**config.mk**
```make
export PLATFORM = sky130hd
export DESIGN_NAME = ggvc_law
export DESIGN_NICKNAME = d
export VERILOG_FILES = /design/src/rtl/ggvc_pkg.sv /design/src/rtl/ggvc_law.sv
export SDC_FILE = /design/constraint.sdc
export NUM_CORES = 2
export LEC_CHECK = 0
export BUFFER_PORTS_ARGS = -buffer_cell sky130_fd_sc_hd__buf_2
export CAP_MARGIN = 20
export CORE_ASPECT_RATIO = 1.25
export CORE_MARGIN = 1.5
export CORE_UTILIZATION = 40
export DETAILED_ROUTE_END_ITERATION = 7
export PLACE_DENSITY = 0.58
export SETUP_SLACK_MARGIN = 0.2
export SLEW_MARGIN = 20
export SYNTH_ARGS = -nofsm -noshare
export SYNTH_HDL_FRONTEND = slang
export SYNTH_SLANG_ARGS = --single-unit
```
**constraint.sdc**
```tcl
create_clock -name clk -period 18.4 [get_ports clk]
set_input_delay 4.6 -clock clk [delete_from_list [all_inputs] [get_ports clk]]
set_output_delay 4.6 -clock clk [all_outputs]
set_load 0.01 [all_outputs]
```
**src/rtl/ggvc_pkg.sv**
```systemverilog
// ggvc_pkg: shared types, constants and the cordic arctangent table
// used by all modules of the go-to-goal velocity controller; no dependencies
package ggvc_pkg;

  localparam int CORDIC_ITERATIONS = 16;

  localparam int PosW  = 32;
  localparam int HeadW = 16;
  localparam int ErrW  = 33;
  // cordic datapath: magnitude grows to about 1.65 * sqrt(2) * 2^32
  localparam int CxW   = 36;
  localparam int ZW    = 20;
  localparam int LinW  = 31;
  localparam int AngW  = 32;

  localparam logic signed [ZW-1:0] PiQ16     = ZW'(205887);
  localparam logic signed [17:0]   PiQ13     = 18'sd25736;
  localparam logic signed [17:0]   TwoPiQ13  = 18'sd51472;
  localparam logic [15:0]          InvKQ16   = 16'd39797;
  localparam logic [LinW-1:0]      LinMax    = {LinW{1'b1}};

  localparam logic [1:0] RegPosMargin = 2'd0;
  localparam logic [1:0] RegAngMargin = 2'd1;
  localparam logic [1:0] RegLinGain   = 2'd2;
  localparam logic [1:0] RegAngGain   = 2'd3;

  typedef struct packed {
    logic [15:0] position_margin;
    logic [14:0] angle_margin;
    logic [15:0] linear_gain;
    logic [15:0] angular_gain;
  } cfg_t;

  typedef struct packed {
    logic signed [CxW-1:0] x;
    logic signed [CxW-1:0] y;
    logic signed [ZW-1:0]  z;
    logic signed [HeadW-1:0] heading;
    logic                  arrived;
  } cstage_t;

  function automatic logic signed [ZW-1:0] atan_lut(input int i);
    logic signed [ZW-1:0] t;
    begin
      unique case (i)
        0: t = ZW'(51472);
        1: t = ZW'(30386);
        2: t = ZW'(16055);
        3: t = ZW'(8150);
        4: t = ZW'(4091);
        5: t = ZW'(2047);
        6: t = ZW'(1024);
        7: t = ZW'(512);
        8: t = ZW'(256);
        9: t = ZW'(128);
        10: t = ZW'(64);
        11: t = ZW'(32);
        12: t = ZW'(16);
        13: t = ZW'(8);
        14: t = ZW'(4);
        15: t = ZW'(2);
        16: t = ZW'(1);
        default: t = '0;
      endcase
      return t;
    end
  endfunction

endpackage

```
**src/rtl/ggvc_law.sv**
```systemverilog
// ggvc_law: control law after the cordic; bearing, wrap, gains, saturation
// depends on ggvc_pkg; four register stages (last is the output) sharing one enable
module ggvc_law
  import ggvc_pkg::*;
(
  input  logic            clk,
  input  logic            rst_n,
  input  logic            en,
  input  cfg_t            cfg,
  input  logic            in_valid,
  input  cstage_t         in_data,
  output logic            out_valid,
  output logic [LinW-1:0] lin_out,
  output logic signed [AngW-1:0] ang_out,
  output logic            arr_out
);

  // stage a: bearing, heading error, distance product
  logic signed [17:0] err_a_nxt, err_a_r;
  logic [51:0]        dprod_a_r;
  logic               arr_a_r, v_a_r;
  logic signed [ZW-1:0] zr;
  logic signed [17:0]   bear, e0;

  always_comb begin
    zr   = in_data.z + ZW'(4);
    bear = 18'(zr >>> 3);
    e0   = bear - 18'(in_data.heading);
    err_a_nxt = e0;
    if (e0 >= PiQ13) begin
      err_a_nxt = e0 - TwoPiQ13;
    end else if (e0 < -PiQ13) begin
      err_a_nxt = e0 + TwoPiQ13;
    end
  end

  // stages b and c: magnitudes, then gain products
  logic [16:0] aerr_b_r;
  logic        neg_b_r, arr_b_r, v_b_r;
  logic [35:0] dist_b_r;
  logic [32:0] turnp_c_r;
  logic [52:0] fwdp_c_r;
  logic        inm_c_r, neg_c_r, arr_c_r, v_c_r;

  always_ff @(posedge clk) begin
    if (!rst_n) begin
      v_a_r <= 1'b0;
      v_b_r <= 1'b0;
      v_c_r <= 1'b0;
      out_valid <= 1'b0;
    end else if (en) begin
      v_a_r <= in_valid;
      v_b_r <= v_a_r;
      v_c_r <= v_b_r;
      out_valid <= v_c_r;
    end
  end

  logic [17:0] aerr_w;
  logic [36:0] turn_w;
  logic [53:0] fwd_w;
  logic [LinW-1:0] lin_w;
  logic [32:0] tmag;

  always_comb begin
    aerr_w = err_a_r < 0 ? 18'(-err_a_r) : 18'(err_a_r);
    turn_w = 37'(turnp_c_r) + 37'd4096;
    tmag   = 33'(turn_w >> 13);
    if (tmag < 33'(cfg.angular_gain)) tmag = 33'(cfg.angular_gain);
    fwd_w  = 54'(fwdp_c_r) + 54'd32768;
    fwd_w  = fwd_w >> 16;
    if (fwd_w < 54'(cfg.linear_gain)) fwd_w = 54'(cfg.linear_gain);
    lin_w = (fwd_w > 54'(LinMax)) ? LinMax : LinW'(fwd_w);
  end

  always_ff @(posedge clk) begin
    if (en) begin
      err_a_r   <= err_a_nxt;
      dprod_a_r <= 52'(in_data.x[CxW-1:0]) * 52'(InvKQ16);
      arr_a_r   <= in_data.arrived;
      aerr_b_r  <= aerr_w[16:0];
      neg_b_r   <= err_a_r < 0;
      dist_b_r  <= dprod_a_r[51:16];
      arr_b_r   <= arr_a_r;
      turnp_c_r <= 33'(cfg.angular_gain) * 33'(aerr_b_r);
      fwdp_c_r  <= 53'(cfg.linear_gain) * 53'(dist_b_r);
      inm_c_r   <= aerr_b_r < 17'(cfg.angle_margin);
      neg_c_r   <= neg_b_r;
      arr_c_r   <= arr_b_r;
      if (arr_c_r) begin
        lin_out <= '0;
        ang_out <= '0;
      end else begin
        lin_out <= inm_c_r ? lin_w : '0;
        ang_out <= neg_c_r ? -AngW'(tmag) : AngW'(tmag);
      end
      arr_out <= arr_c_r;
    end
  end

endmodule

```
* Word-level counts from Yosys, hierarchy flattened
Cells that the tools add are included.
** Storage, ports and cells
- Bits in registers :: 282
- Output and inout port bits :: 65
- Word-level logic and storage cells :: 46
- Input port bits :: 176
** Operators by class
- Multiplexer cells :: 7
- $mul :: 3
- Order comparisons :: 7
- Reductions and logical operators :: 1
- $add $sub $neg :: 8
- Bitwise gates (word level) :: 1
** Operator list (count)
- $gt 54x31->1 const B :: 1
- $add 52x16->53 const B :: 1
- $mul 16x36->52 :: 1
- $mul 36x16->52 const B :: 1
- $lt 37x16->1 :: 1
- $mux 37 :: 1
- $mux 18 :: 2
- $add 33x13->34 const B :: 1
- $mul 16x17->33 :: 1
- $mux 32 :: 1
- $neg 32->32 :: 1
- $mux 31 :: 1
- $lt 21x16->1 :: 1
- $mux 21 :: 1
- $add 20x4->20 const B :: 1
- $add 18x17->18 const B :: 1
- $ge 18x16->1 const B :: 1
- $lt 18x1->1 const B :: 1
- $lt 18x16->1 const B :: 1
- $sub 17x16->18 :: 1
- $sub 18x17->18 const B :: 1
- $lt 17x15->1 :: 1
- $mux 17 :: 1
- $neg 17->17 :: 1
- 2 further kinds :: 2

* Depth between registers and ports, before layout
- Word-level depth :: 5
- Depth in mapped cells :: 27
- Mapped depth without buffers :: 25

* Least setup slack after synthesis
Ideal clock, no wire load.
- Kind :: in2reg
- Start point :: input port cfg[9] (netlist name)
- End point :: register turnp_c_r[32], data pin
- Buffers on the path :: 2
- Library setup time :: 0.260 ns
- Arrival :: 10.715 ns
- Stages on the path :: 25
- Required time :: 18.140 ns
- Slack :: 7.425 ns
- Path through :: clkbuf_1 -> clkbuf_1 -> nand2_1 -> fa_1 -> inv_1 -> fa_1 -> inv_1 -> fa_1 -> inv_1 -> fa_1 -> inv_1 -> fa_1 -> inv_1 -> fa_1 -> ha_1 -> and3_1 -> nand2_1 -> nor2_1 -> a211o_1 -> a221o_1 -> a21o_1 -> a311o_1 -> a21o_1 -> a21oi_1 -> xnor2_1
** Between the ends
- Longest elaborated chain between the ends :: 1
** RTL lines
- start: declaration :: line ggvc_law.sv:9 : input cfg_t cfg,
- $mul 16x17->33 :: line ggvc_law.sv:85 : turnp_c_r <= 33'(cfg.angular_gain) * 33'(aerr_b_r);
- end signal: assignment :: line ggvc_law.sv:85
- end: declaration :: line ggvc_law.sv:41 : logic [32:0] turnp_c_r;
Every way passes these cells.
A chain may end at the register's enable or synchronous reset.

* Final worst setup path
- Start point :: input port cfg[28] (netlist name)
- End point :: register fwdp_c_r[47], data pin
** Between the ends
- Longest elaborated chain between the ends :: 1
** RTL lines
- $mul 16x36->52 :: line ggvc_law.sv:86 : fwdp_c_r <= 53'(cfg.linear_gain) * 53'(dist_b_r);
- end signal: assignment :: line ggvc_law.sv:86
- end: declaration :: line ggvc_law.sv:42 : logic [52:0] fwdp_c_r;
Every way passes these cells.

==> key figures <==
Logic synthesis
  – Count leader, synth: inv_1
  – Synth area leader: fa_1
  – Sequential area share after synthesis: 0.146
  – Synth cell count leaders: inv_1, fa_1, nand2_1
  – Number of flops mapped to enable cells by yosys: ~240
  – Post-synth top flop: edfxtp_1
  – Cell area after synthesis: just under 50,000 um2
  – Gate count of the mapped netlist: a little over 5,000
  – Synth Net Count: 6,649
  – Synth Warn #: 0
  – Ranking of synthesized cells by area: fa_1, edfxtp_1, ha_1
  – Synth async-reset ratio: 0
  – Yosys cell types: 81
  – Syn_area_per_cell: 9.68 um2
  – Synth Register Bits: 239
  – Post-synth top area share: 0.387

Worst setup path
  – Worst path required time: between 15 and 20 ns
  – Endpoint class of the critical path: flip-flop
  – Worst setup path start: cfg[28]
  – Crit path DAT: 11.94 ns
  – WS Path Type: in2reg
  – Reg2reg setup slack: around 11 ns
  – Crit start category: input pin
  – Crit path max fanout: 38
  – Launch point of the worst reg-to-reg path: dist_b_r[6]$_DFFE_PP_

Die
  – Die area: roughly 120,000 um2
  – Die span in y: approximately 390 um
  – Core area: 121,000 um2
  – Starting Density: 0.402
  – Die W: between 300 and 400 um
  – Rows: 143
  – I/O pins: roughly 240

STA
  – RSZ-0062 raised after global routing: no
  – Final Setup Violations: 0
  – Slew @ Worst Pin: around 1.1 ns
  – Post-route setup TNS: 0 ns
  – Period utilization: 0.631
  – Max-slew violation count: 0
  – Fmax: between 0.08 and 0.09 GHz
  – Slew headroom: 0.253
  – Min cycle time layout: 11.62 ns
  – Clk_skew: 0.0306 ns
  – Hold Violations, Final: 0

Routing
  – DR pass1 iterations: 6
  – Vias per cell: just over 5
  – DRC violations left: 0
  – Vias: between 30,000 and 40,000
  – Avg WL per Cell: approximately 18 um
  – DRT iter0 DRCs: approximately 1,600
  – Final wirelength: 120 mm
  – Final ANT Viol Nets: 0

Flow run
  – Maxcap violations: 0

Global route
  – First-pass GRT wire length: approximately 200 mm
  – Grt met2 use: 0.370
  – Largest net degree at the start of global routing: between 90 and 100
  – Initial antenna violation count: 8
  – Grt ovf: 0
  – Grt met3 use: 0.0163
  – GR met1 Demand/Resource: 0.249
  – Number of global-route vias before repair: roughly 37,000
  – Global route hottest layer: met2
  – GRT Util Overall: 0.201

Clock tree
  – CTS tree: built
  – Clk Tree Root Cell: clkbuf_16
  – Num CTS Buffers: 28
  – CTS Sinks: around 240
  – Post-CTS sizing: 0
  – CTS clk-pin slew, worst paths: roughly 0.06 ns
  – Post-CTS setup buffers: 0
  – Hold-fix buffers, CTS: 0
  – # H-tree levels: 1
  – Clk_lat worst skew: between 0.5 and 0.6 ns
  – Clk buf depth: 3

Finish
  – Area grow syn2layout: 6.82%
  – FILL cells: about 12,000
  – Layout cells sized above 1: 0.0555
  – Final Net Count: ~6,700

Min path
  – Hold Crit Start: dprod_a_r[40]$_DFFE_PP_
  – Worst min path class: reg2reg

Placement
  – PortBufs: between 150 and 200
  – GP Congestion: 0.842
  – DP HPWL: between 90 and 100 mm

Outcome
  – Run status: complete, no violations
-- logic make-up after synthesis --
kind of cell,count (synthesis),share of synthesized area
adder cells (fa/ha/maj),1437,0.514
buffers and inverters,1346,0.104
AND/OR/NAND/NOR,1339,0.133
AO/OA/AOI/OAI,424,0.0565
flip-flops,239,0.146
XOR/XNOR,218,0.0396
multiplexers,33,0.00685
-- registers in the layout (all words and copies together) (netlist names), 17 cells and up --
register	flops
ang_out	32
turnp_c_r	21
aerr_b_r	17
lin_out	31
dprod_a_r	36
err_a_r	18
fwdp_c_r	37
dist_b_r	36
-- critical path, stage by stage --
cell      delay [ns]
buf_2           0.75
nand2_1         0.20
fa_1            0.59
inv_1           0.05
fa_1            0.48
fa_1            0.52
fa_1            0.52
fa_1            0.54
inv_1           0.05
fa_1            0.55
inv_1           0.05
ha_1            0.33
and2_1          0.18
a221oi_1        0.33
o21ai_1         0.12
a21o_1          0.19
a21o_1          0.17
a21oi_1         0.36
o31ai_1         0.24
a31oi_1         0.54
o21ai_0         0.25
a21oi_1         0.22
xnor2_1         0.10
-- cell type report --
| type | count | area [um2] | share of cell area |
|---|---|---|---|
| Antenna cell | 1 | 2.50 | 0.0000480 |
| Clock buffer | 33 | 719 | 0.0138 |
| Clock inverter | 18 | 179 | 0.00344 |
| Inverter | 1170 | 4390 | 0.0843 |
| Multi-Input combinational cell | 3451 | 36600 | 0.702 |
| Sequential cell | 239 | 7140 | 0.137 |
| Tap cell | 1595 | 2000 | 0.0383 |
| Timing Repair Buffer | 205 | 1080 | 0.0208 |
-- worst paths after layout --
| check | end | cells past startpoint |
|---|---|---|
| setup / recovery | fwdp_c_r[47]$_DFFE_PP_ | 23 |
| hold / removal | dist_b_r[24]$_DFFE_PP_ | 0 |
| setup reg to reg | fwdp_c_r[47]$_DFFE_PP_ | 22 |
| hold reg to reg | dist_b_r[24]$_DFFE_PP_ | 0 |
-- layout by cell type (no fill, tap or decap), drive strengths merged, types with 14 or more instances in the layout --
| cell | synthesis | final |
|---|---|---|
| o31ai | 15 | 15 |
| and2 | 334 | 334 |
| edfxtp | 235 | 235 |
| nor2 | 126 | 126 |
| buf | 14 | 205 |
| a31oi | 16 | 16 |
| or3 | 14 | 14 |
| a21oi | 159 | 159 |
| o21ai | 74 | 74 |
| mux2i | 30 | 30 |
| xor2 | 74 | 74 |
| xnor2 | 144 | 144 |
| clkbuf | 162 | 33 |
| fa | 943 | 943 |
| nor2b | 25 | 25 |
| o21bai | 14 | 14 |
| a21o | 59 | 59 |
| nand4 | 26 | 26 |
| nand2b | 22 | 22 |
| nor3 | 34 | 34 |
| ha | 494 | 494 |
| nand2 | 622 | 622 |
| inv | 1170 | 1174 |
| and3 | 28 | 28 |
| nand3 | 72 | 72 |
-- stage by stage --
step	cells	utilization	setup slack (ns)	area, um2	hold slack (ns)
6_report	6712	0.429	6.78	52100	0.418
5_1_grt	6712	0.429	6.29	52100	0.424
4_1_cts	6711	0.429	6.78	52100	0.419
3_5_place_dp	6660	0.422	6.16	51200	0.405
3_3_place_gp	6660	0.422	6.18	51200	0.402
2_1_floorplan	5036	-	7.43	48800	0.400
-- routing by layer --
metal | vias up | routed length [um]
li1 | 15540 | -
met1 | 17230 | 49200
met2 | 784 | 62200
met3 | 226 | 4540
met4 | 10 | 3620
met5 | - | 63
Power is left out: the tool's default activity adds up to more than one toggle a clock period on the data nets, which glitch-free logic cannot reach.
